**config.mk**
```make
export PLATFORM = sky130hd
export DESIGN_NAME = synchrophasor_data_frame_parser_core_flat
export DESIGN_NICKNAME = d
export VERILOG_FILES = /design/src/rtl/core/scp_pkg.sv /design/src/rtl/core/scp_ifs.sv /design/src/rtl/core/scp_regs.sv /design/src/rtl/core/scp_engine.sv /design/src/rtl/core/synchrophasor_data_frame_parser_core.sv /design/src/flat_wrapper.sv
export SDC_FILE = /design/constraint.sdc
export NUM_CORES = 1
export LEC_CHECK = 0
export BUFFER_PORTS_ARGS = -buffer_cell sky130_fd_sc_hd__buf_2
export CORE_MARGIN = 2
export CORE_UTILIZATION = 40
export DETAILED_ROUTE_END_ITERATION = 12
export GPL_TIMING_DRIVEN = 0
export PLACE_DENSITY_LB_ADDON = 0.3
export SYNTH_ARGS = -nofsm -noshare
export SYNTH_HDL_FRONTEND = slang
export SYNTH_HIERARCHICAL = 1
export SYNTH_SLANG_ARGS = --single-unit
```
**constraint.sdc**
```tcl
create_clock -name clk -period 16.4 [get_ports clk]
set_input_delay 3.28 -clock clk [delete_from_list [all_inputs] [get_ports clk]]
set_output_delay 3.28 -clock clk [all_outputs]
set_load 0.02 [all_outputs]
```
**src/rtl/core/scp_pkg.sv**
```systemverilog
package scp_pkg;

  localparam int MAX_PMUS = 4;
  localparam int PMU_W    = 2;

  localparam logic [2:0] CFG_PMU_COUNT         = 3'd0;
  localparam logic [2:0] CFG_HEADER_PRESENT    = 3'd1;
  localparam logic [2:0] CFG_PHASOR_FLOAT_MASK = 3'd2;
  localparam logic [2:0] CFG_ANALOG_FLOAT_MASK = 3'd3;
  localparam logic [2:0] CFG_FREQ_FLOAT_MASK   = 3'd4;
  localparam logic [2:0] CFG_PHASOR_COUNTS     = 3'd5;
  localparam logic [2:0] CFG_ANALOG_COUNTS     = 3'd6;
  localparam logic [2:0] CFG_STATUS_COUNTS     = 3'd7;

  typedef enum logic [3:0] {
    SEC_SIZE    = 4'd0,
    SEC_ID      = 4'd1,
    SEC_SOC     = 4'd2,
    SEC_FRAC    = 4'd3,
    SEC_STAT    = 4'd4,
    SEC_REAL    = 4'd5,
    SEC_IMAG    = 4'd6,
    SEC_ANALOG  = 4'd7,
    SEC_FREQ    = 4'd8,
    SEC_ROCOF   = 4'd9,
    SEC_DIGITAL = 4'd10,
    SEC_CRC     = 4'd11
  } section_t;

  typedef struct packed {
    section_t          section;
    logic [PMU_W-1:0]  pmu;
    logic [15:0]       elem;
    logic              done;
  } pstate_t;

  typedef struct packed {
    logic [2:0]  pmu_count;
    logic        header_present;
    logic [3:0]  phasor_float_mask;
    logic [3:0]  analog_float_mask;
    logic [3:0]  freq_float_mask;
    logic [63:0] phasor_counts;
    logic [63:0] analog_counts;
    logic [63:0] status_counts;
  } cfg_t;

  function automatic logic [15:0] count_of(logic [63:0] r, logic [PMU_W-1:0] p);
    return r[{p, 4'b0000} +: 16];
  endfunction

  function automatic logic [2:0] pmus_in_frame(logic [2:0] n);
    return (n > 3'(MAX_PMUS)) ? 3'(MAX_PMUS) : n;
  endfunction

  function automatic logic field_wide(section_t s, logic [PMU_W-1:0] p, cfg_t c);
    logic w;
    w = 1'b0;
    case (s) inside
      SEC_SOC, SEC_FRAC:  w = 1'b1;
      SEC_REAL, SEC_IMAG: w = c.phasor_float_mask[p];
      SEC_ANALOG:         w = c.analog_float_mask[p];
      SEC_FREQ, SEC_ROCOF: w = c.freq_float_mask[p];
      default:            w = 1'b0;
    endcase
    return w;
  endfunction

  function automatic pstate_t enter_pmu(logic [2:0] p, cfg_t c);
    pstate_t r;
    r.elem = '0;
    r.done = 1'b0;
    if (p >= pmus_in_frame(c.pmu_count)) begin
      r.pmu     = '0;
      r.section = c.header_present ? SEC_CRC : SEC_DIGITAL;
      r.done    = !c.header_present;
    end else begin
      r.pmu     = p[PMU_W-1:0];
      r.section = c.header_present ? SEC_STAT : SEC_REAL;
    end
    return r;
  endfunction

  // Empty lists are passed over: digital words first, since leaving them can
  // land on the phasors of the next PMU, which can in turn be empty.
  function automatic pstate_t skip_empty(pstate_t s, cfg_t c);
    pstate_t r;
    r = s;
    if (!r.done && r.section == SEC_DIGITAL &&
        r.elem >= count_of(c.status_counts, r.pmu)) begin
      r = enter_pmu({1'b0, r.pmu} + 3'd1, c);
    end
    if (!r.done && r.section == SEC_REAL &&
        r.elem >= count_of(c.phasor_counts, r.pmu)) begin
      r.section = SEC_ANALOG;
      r.elem    = '0;
    end
    if (!r.done && r.section == SEC_ANALOG &&
        r.elem >= count_of(c.analog_counts, r.pmu)) begin
      r.section = SEC_FREQ;
      r.elem    = '0;
    end
    return r;
  endfunction

  function automatic pstate_t advance(pstate_t s, cfg_t c);
    pstate_t     r;
    logic [16:0] nxt;
    r   = s;
    nxt = {1'b0, s.elem} + 17'd1;
    unique case (s.section)
      SEC_SIZE:  r.section = SEC_ID;
      SEC_ID:    r.section = SEC_SOC;
      SEC_SOC:   r.section = SEC_FRAC;
      SEC_FRAC:  r = enter_pmu(3'd0, c);
      SEC_STAT: begin
        r.section = SEC_REAL;
        r.elem    = '0;
      end
      SEC_REAL:  r.section = SEC_IMAG;
      SEC_IMAG: begin
        if (nxt < {1'b0, count_of(c.phasor_counts, s.pmu)}) begin
          r.section = SEC_REAL;
          r.elem    = nxt[15:0];
        end else begin
          r.section = SEC_ANALOG;
          r.elem    = '0;
        end
      end
      SEC_ANALOG: begin
        if (nxt < {1'b0, count_of(c.analog_counts, s.pmu)}) begin
          r.elem = nxt[15:0];
        end else begin
          r.section = SEC_FREQ;
          r.elem    = '0;
        end
      end
      SEC_FREQ:  r.section = SEC_ROCOF;
      SEC_ROCOF: begin
        r.section = SEC_DIGITAL;
        r.elem    = '0;
      end
      SEC_DIGITAL: begin
        if (nxt < {1'b0, count_of(c.status_counts, s.pmu)}) begin
          r.elem = nxt[15:0];
        end else begin
          r = enter_pmu({1'b0, s.pmu} + 3'd1, c);
        end
      end
      default:   r.done = 1'b1;
    endcase
    return skip_empty(r, c);
  endfunction

endpackage

```
**src/rtl/core/scp_ifs.sv**
```systemverilog
interface scp_byte_if;
  logic       valid;
  logic       ready;
  logic [7:0] data_byte;
  logic       frame_start;

  modport source (output valid, output data_byte, output frame_start, input ready);
  modport sink (input valid, input data_byte, input frame_start, output ready);
endinterface

interface scp_field_if;
  logic        valid;
  logic        ready;
  logic [3:0]  field_kind;
  logic [1:0]  pmu_number;
  logic [15:0] element_index;
  logic [31:0] field_value;
  logic        frame_last;

  modport source (output valid, output field_kind, output pmu_number,
                  output element_index, output field_value, output frame_last,
                  input ready);
  modport sink (input valid, input field_kind, input pmu_number,
                input element_index, input field_value, input frame_last,
                output ready);
endinterface

interface scp_cfg_if;
  logic        valid;
  logic        ready;
  logic [2:0]  index;
  logic [63:0] data;

  modport source (output valid, output index, output data, input ready);
  modport sink (input valid, input index, input data, output ready);
endinterface

```
**src/rtl/core/scp_regs.sv**
```systemverilog
module scp_regs import scp_pkg::*; (
  input  logic      clk,
  input  logic      rst,
  scp_cfg_if.sink   cfg,
  output cfg_t      regs
);

  assign cfg.ready = !rst;

  always_ff @(posedge clk) begin
    if (rst) begin
      regs.pmu_count         <= 3'd1;
      regs.header_present    <= 1'b1;
      regs.phasor_float_mask <= '0;
      regs.analog_float_mask <= '0;
      regs.freq_float_mask   <= '0;
      regs.phasor_counts     <= '0;
      regs.analog_counts     <= '0;
      regs.status_counts     <= '0;
    end else if (cfg.valid && cfg.ready) begin
      unique case (cfg.index)
        CFG_PMU_COUNT:         regs.pmu_count         <= cfg.data[2:0];
        CFG_HEADER_PRESENT:    regs.header_present    <= cfg.data[0];
        CFG_PHASOR_FLOAT_MASK: regs.phasor_float_mask <= cfg.data[3:0];
        CFG_ANALOG_FLOAT_MASK: regs.analog_float_mask <= cfg.data[3:0];
        CFG_FREQ_FLOAT_MASK:   regs.freq_float_mask   <= cfg.data[3:0];
        CFG_PHASOR_COUNTS:     regs.phasor_counts     <= cfg.data;
        CFG_ANALOG_COUNTS:     regs.analog_counts     <= cfg.data;
        CFG_STATUS_COUNTS:     regs.status_counts     <= cfg.data;
        default: ;
      endcase
    end
  end

endmodule

```
**src/rtl/core/scp_engine.sv**
```systemverilog
module scp_engine import scp_pkg::*; (
  input  logic        clk,
  input  logic        rst,
  input  cfg_t        regs,
  scp_byte_if.sink    byte_in,
  scp_field_if.source field_out
);

  logic             in_valid;
  logic [7:0]       in_byte;
  logic             in_start;

  section_t         section;
  logic [PMU_W-1:0] pmu_counter;
  logic [15:0]      element_counter;
  logic [1:0]       byte_counter;
  logic [31:0]      assembly;
  logic             frame_done;

  logic             fire;
  pstate_t          cur;
  pstate_t          st0;
  pstate_t          st_next;
  logic [1:0]       byte_base;
  logic [31:0]      asm_base;
  logic [31:0]      asm_new;
  logic             wide;
  logic             complete;
  logic             emit;
  logic [1:0]       byte_counter_next;
  logic [31:0]      assembly_next;
  logic             per_pmu;
  logic             indexed;

  assign fire          = in_valid && (!field_out.valid || field_out.ready);
  assign byte_in.ready = !rst && (!in_valid || fire);

  always_ff @(posedge clk) begin
    if (rst) begin
      in_valid <= 1'b0;
    end else if (byte_in.valid && byte_in.ready) begin
      in_valid <= 1'b1;
    end else if (fire) begin
      in_valid <= 1'b0;
    end
  end

  always_ff @(posedge clk) begin
    if (byte_in.valid && byte_in.ready) begin
      in_byte  <= byte_in.data_byte;
      in_start <= byte_in.frame_start;
    end
  end

  always_comb begin
    cur.section = section;
    cur.pmu     = pmu_counter;
    cur.elem    = element_counter;
    cur.done    = frame_done;

    st0       = cur;
    byte_base = byte_counter;
    asm_base  = assembly;
    if (in_start) begin
      byte_base = '0;
      asm_base  = '0;
      if (regs.header_present) begin
        st0.section = SEC_SIZE;
        st0.pmu     = '0;
        st0.elem    = '0;
        st0.done    = 1'b0;
      end else begin
        st0 = enter_pmu(3'd0, regs);
      end
      st0 = skip_empty(st0, regs);
    end

    asm_new  = {asm_base[23:0], in_byte};
    wide     = field_wide(st0.section, st0.pmu, regs);
    complete = wide ? (byte_base == 2'd3) : (byte_base != 2'd0);
    emit     = !st0.done && complete;

    st_next           = st0;
    byte_counter_next = byte_base;
    assembly_next     = asm_base;
    if (!st0.done) begin
      if (complete) begin
        st_next           = advance(st0, regs);
        byte_counter_next = '0;
        assembly_next     = '0;
      end else begin
        byte_counter_next = byte_base + 2'd1;
        assembly_next     = asm_new;
      end
    end

    per_pmu = st0.section inside {[SEC_STAT:SEC_DIGITAL]};
    indexed = st0.section inside {SEC_REAL, SEC_IMAG, SEC_ANALOG, SEC_DIGITAL};
  end

  always_ff @(posedge clk) begin
    if (rst) begin
      section         <= SEC_SIZE;
      pmu_counter     <= '0;
      element_counter <= '0;
      byte_counter    <= '0;
      assembly        <= '0;
      frame_done      <= 1'b1;
    end else if (fire) begin
      section         <= st_next.section;
      pmu_counter     <= st_next.pmu;
      element_counter <= st_next.elem;
      byte_counter    <= byte_counter_next;
      assembly        <= assembly_next;
      frame_done      <= st_next.done;
    end
  end

  always_ff @(posedge clk) begin
    if (rst) begin
      field_out.valid <= 1'b0;
    end else if (fire) begin
      field_out.valid <= emit;
    end else if (field_out.ready) begin
      field_out.valid <= 1'b0;
    end
  end

  always_ff @(posedge clk) begin
    if (fire && emit) begin
      field_out.field_kind    <= st0.section;
      field_out.pmu_number    <= per_pmu ? st0.pmu : '0;
      field_out.element_index <= indexed ? st0.elem : '0;
      field_out.field_value   <= wide ? asm_new : {16'h0000, asm_new[15:0]};
      field_out.frame_last    <= st_next.done;
    end
  end

endmodule

```
**src/rtl/core/synchrophasor_data_frame_parser_core.sv**
```systemverilog
// Channel     Direction  Beat contents
// byte_in     in         data_byte, frame_start
// field_out   out        field_kind, pmu_number, element_index, field_value, frame_last
// cfg         in         index, data (register write)
//
// One byte is taken per cycle while field_out does not stall; a field's last
// byte goes to the byte register, then the field register. Each holds one beat,
// so a new byte is taken while a finished field waits. When field_out stalls with
// a byte held, byte_in drops ready. Reset is synchronous; ready is low during it.
module synchrophasor_data_frame_parser_core import scp_pkg::*; (
  input  logic        clk,
  input  logic        rst,
  scp_byte_if.sink    byte_in,
  scp_field_if.source field_out,
  scp_cfg_if.sink     cfg
);

  cfg_t regs;

  scp_regs u_regs (
    .clk  (clk),
    .rst  (rst),
    .cfg  (cfg),
    .regs (regs)
  );

  scp_engine u_engine (
    .clk       (clk),
    .rst       (rst),
    .regs      (regs),
    .byte_in   (byte_in),
    .field_out (field_out)
  );

endmodule

```
**src/flat_wrapper.sv**
```systemverilog
// flat-port wrapper written by rule: the top's interface ports become plain ports
module synchrophasor_data_frame_parser_core_flat import scp_pkg::*;
  (clk, rst, byte_in_valid, byte_in_data_byte, byte_in_frame_start, byte_in_ready, field_out_valid, field_out_field_kind, field_out_pmu_number, field_out_element_index, field_out_field_value, field_out_frame_last, field_out_ready, cfg_valid, cfg_index, cfg_data, cfg_ready);
  scp_byte_if byte_in_i ();
  scp_field_if field_out_i ();
  scp_cfg_if cfg_i ();
  input  logic clk;
  input  logic rst;
  input wire logic [$bits(byte_in_i.valid)-1:0] byte_in_valid;
  input wire logic [$bits(byte_in_i.data_byte)-1:0] byte_in_data_byte;
  input wire logic [$bits(byte_in_i.frame_start)-1:0] byte_in_frame_start;
  output wire logic [$bits(byte_in_i.ready)-1:0] byte_in_ready;
  output wire logic [$bits(field_out_i.valid)-1:0] field_out_valid;
  output wire logic [$bits(field_out_i.field_kind)-1:0] field_out_field_kind;
  output wire logic [$bits(field_out_i.pmu_number)-1:0] field_out_pmu_number;
  output wire logic [$bits(field_out_i.element_index)-1:0] field_out_element_index;
  output wire logic [$bits(field_out_i.field_value)-1:0] field_out_field_value;
  output wire logic [$bits(field_out_i.frame_last)-1:0] field_out_frame_last;
  input wire logic [$bits(field_out_i.ready)-1:0] field_out_ready;
  input wire logic [$bits(cfg_i.valid)-1:0] cfg_valid;
  input wire logic [$bits(cfg_i.index)-1:0] cfg_index;
  input wire logic [$bits(cfg_i.data)-1:0] cfg_data;
  output wire logic [$bits(cfg_i.ready)-1:0] cfg_ready;
  assign byte_in_i.valid = byte_in_valid;
  assign byte_in_i.data_byte = byte_in_data_byte;
  assign byte_in_i.frame_start = byte_in_frame_start;
  assign byte_in_ready = byte_in_i.ready;
  assign field_out_valid = field_out_i.valid;
  assign field_out_field_kind = field_out_i.field_kind;
  assign field_out_pmu_number = field_out_i.pmu_number;
  assign field_out_element_index = field_out_i.element_index;
  assign field_out_field_value = field_out_i.field_value;
  assign field_out_frame_last = field_out_i.frame_last;
  assign field_out_i.ready = field_out_ready;
  assign cfg_i.valid = cfg_valid;
  assign cfg_i.index = cfg_index;
  assign cfg_i.data = cfg_data;
  assign cfg_ready = cfg_i.ready;
  synchrophasor_data_frame_parser_core u_core (.clk(clk), .rst(rst), .byte_in(byte_in_i), .field_out(field_out_i), .cfg(cfg_i));
endmodule
```
==> run summary <==
initial antenna violation count -> 0
ANT cells -> 0
fmax -> 64.3 MHz
Post-synth EDFFs -> 64
vias in the first global route -> 18,300
most common cell after layout, fill and taps aside -> nand2_1
Tmin final -> 15.55 ns
worst hold path type -> reg2reg
mapped cell area -> 19,700 um2
kind of critical path -> reg2reg
H-tree levels -> 2
Chip Width -> 226 um
vias per std cell -> 6.27
Setup violations, final -> 0
fill cell count -> 4,747
DR vias -> 19,300
Critical Path RT -> 16.86 ns
RSZ-0062 raised after global routing -> no
most common flop cell mapped by yosys -> dfxtp_1
die area -> 51,100 um2
number of buffers added on ports -> 138
largest net degree at the start of global routing -> 37
Clock Latency Late Sink -> 0.57 ns
Initial Util -> 40.4%
Clock Tree Root -> clkbuf_16
Remaining DRCs -> 0
slew margin rel. -> 36.8%
status -> complete, no violations
Finished Cell Area -> 22,500 um2
Seq/Total Area, Yosys -> 36.1%
max-slew violation count -> 0
first-pass GRT wire length -> 121,000 um
Crit. End Element -> register
Final Cycle Share -> 94.8%
Mapped Nets -> 2,397
Clock Skews -> 0.0333 ns
hold_ws -> 0.454 ns
Worst-Margin Slew -> 0.947 ns
drt pass-1 iters -> 6
die height -> 226 um
flops & latches, synth -> 323
Tot Pwr -> 1.97 mW
global route total overflow -> 0
commonest cells after routing, fill and taps aside -> nand2_1 (261), dfxtp_1 (259), nand3_1 (227)
placed cell areas -> 21,300 um2
worst-path cell with the longest stage delay -> a32oi_1
endpoints failing hold -> 0
DRT iter0 DRCs -> 2,385
layout cell share with drive strength beyond 1 -> 17.0%
gpl congestion -> 1.05
share of async-settable or async-resettable flops after synthesis -> 0%
CTS tree -> yes
Power per Cell Area -> 87.6 nW/um2
Post-Route WL -> 83,600 um
worst path arrival time -> 16.01 ns
YS warnings -> 6
startpoint types -> register
Mapped Cells -> 2,207
core area -> 48,700 um2
CP max stage delay -> 0.70 ns
maximum vdd drop -> 0.0000672 V
Post-DRT Antenna Nets -> 0
Syn-to-layout area delta -> 14.2%
DR WL/cell -> 27.2 um
Top-Level Pins -> 139
maxcap violations -> 0
Clk pin slew, worst setup/hold paths -> 0.06 ns
Clock Sinks -> 323
deepest clock path buffer count -> 3
row cnt -> 81
hpwl dp -> 66,200 um
crit path max fanout -> 10
static leakage -> 9.74 nW
nets -> 2,575
Avg Cell Area, Syn -> 8.93 um2
post-synth cell types -> 96
most used cell, CP -> a21o_1
post-cts hold buffer count -> 0
Total GRT Usage -> 32.6%
clock buffer count from CTS -> 37
==> where the power goes <==
group	internal [mW]	switching (mW)
combinational	0.0896	0.192
sequential	0.826	0.0223
clock	0.489	0.353
==> cells by family after synthesis <==
| kind of cell | after synthesis | share of synthesized area (%) |
|---|---|---|
| AND/OR/NAND/NOR | 817 | 19.7 |
| AO/OA/AOI/OAI | 474 | 17.6 |
| flip-flops | 323 | 36.1 |
| buffers and inverters | 277 | 6.06 |
| multiplexers | 192 | 13.0 |
| adder cells (fa/ha/maj) | 109 | 6.92 |
| XOR/XNOR | 15 | 0.667 |
==> critical path, delay by kind of cell (launching register included) <==
family	cells	cell delay, ns
adder cells (fa/ha/maj)	5	1.56
flip-flops	1	0.38
multiplexers	4	1.22
AO/OA/AOI/OAI	28	7.02
AND/OR/NAND/NOR	14	3.54
buffers and inverters	7	1.66
==> metrics by stage <==
step                      cells  utilization, %  setup slack (ns)  TNS, ns
after floorplan            2207               -              3.57        0
after global placement     3009            43.6            -0.459    -5.89
after detailed placement   3010            43.6            -0.546    -8.86
after CTS                  3076            46.1            0.0271        0
after global routing       3076            46.2             0.202        0
final                      3076            46.2             0.847        0
==> flip-flops by register name, summed over array words and instances (netlist names), 2 cells and up <==
signal,cells
u_core/u_regs/regs,208
u_core/u_engine/pmu_counter,2
u_core/u_engine/field_out.field_value,32
u_core/u_engine/field_out.field_kind,4
u_core/u_engine/section,4
u_core/u_engine/in_byte,8
u_core/u_engine/assembly,24
u_core/u_engine/element_counter,16
u_core/u_engine/field_out.element_index,16
u_core/u_engine/byte_counter,2
u_core/u_engine/field_out.pmu_number,2
==> final cells by class <==
class	count	area (um2)	area share [%]
Multi-Input combinational cell	1607	11400	50.8
Sequential cell	323	7110	31.6
Clock buffer	55	1070	4.77
Buffer	183	848	3.77
Tap cell	664	831	3.69
Timing Repair Buffer	139	711	3.16
Inverter	94	353	1.57
Clock inverter	11	144	0.639
==> worst paths after layout <==
| kind | cells past startpoint | start | slack [ns] | endpoint |
|---|---|---|---|---|
| max | 58 | u_core/u_regs/regs[207] | 0.85 | u_core/u_engine/element_counter[11] |
| min | 0 | u_core/u_engine/in_byte[0] | 0.45 | u_core/u_engine/field_out.field_value[0] |
| min reg2reg | 0 | u_core/u_engine/in_byte[0] | 0.45 | u_core/u_engine/field_out.field_value[0] |
| max reg2reg | 58 | u_core/u_regs/regs[207] | 0.85 | u_core/u_engine/element_counter[11] |
==> synthesized netlist by cell type (4+ instances only) <==
cell / count / share of area [%]
nor3_1: 34 / 0.86
nor4_1: 22 / 0.70
buf_2: 51 / 1.3
a22oi_1: 31 / 1.2
nand3_1: 227 / 5.8
nand4_1: 15 / 0.48
xnor2_1: 12 / 0.53
and4_1: 4 / 0.18
buf_4: 4 / 0.15
a21o_1: 21 / 0.80
and2_1: 7 / 0.22
nand2_1: 261 / 5.0
a31oi_1: 6 / 0.19
o21ai_1: 4 / 0.10
a32oi_1: 9 / 0.40
or2_2: 5 / 0.16
o211ai_1: 208 / 7.9
ha_1: 109 / 6.9
nor2_1: 146 / 2.8
buf_6: 10 / 0.57
inv_1: 88 / 1.7
and3_1: 24 / 0.76
edfxtp_1: 64 / 9.8
clkbuf_1: 100 / 1.9
a21oi_1: 54 / 1.4
o21a_1: 6 / 0.23
mux4_2: 46 / 5.3
nand2b_1: 12 / 0.38
mux2i_1: 99 / 5.0
or4_1: 8 / 0.30
dfxtp_1: 259 / 26
o21ai_0: 59 / 1.5
inv_2: 6 / 0.11
mux2_2: 47 / 2.7
nor2b_1: 25 / 0.79
a211oi_1: 14 / 0.53
buf_1: 18 / 0.34
==> repair_timing <==
item                                    4_1_cts  5_1_grt
buffers inserted                              0        0
endpoints found under the setup margin       20       20
resized for setup                             2       19
pin swaps                                     0        0
==> metal layers <==
layer / part of all wire [%] / up-vias / global-route usage, %
li1: - / 8553 / -
met1: 40 / 9295 / 42.5
met2: 43 / 1176 / 49.5
met3: 9.7 / 264 / 6.26
met4: 7.4 / 0 / 20.3
met5: 0 / - / 0
Note: power is estimated with default switching activity, not from simulation.
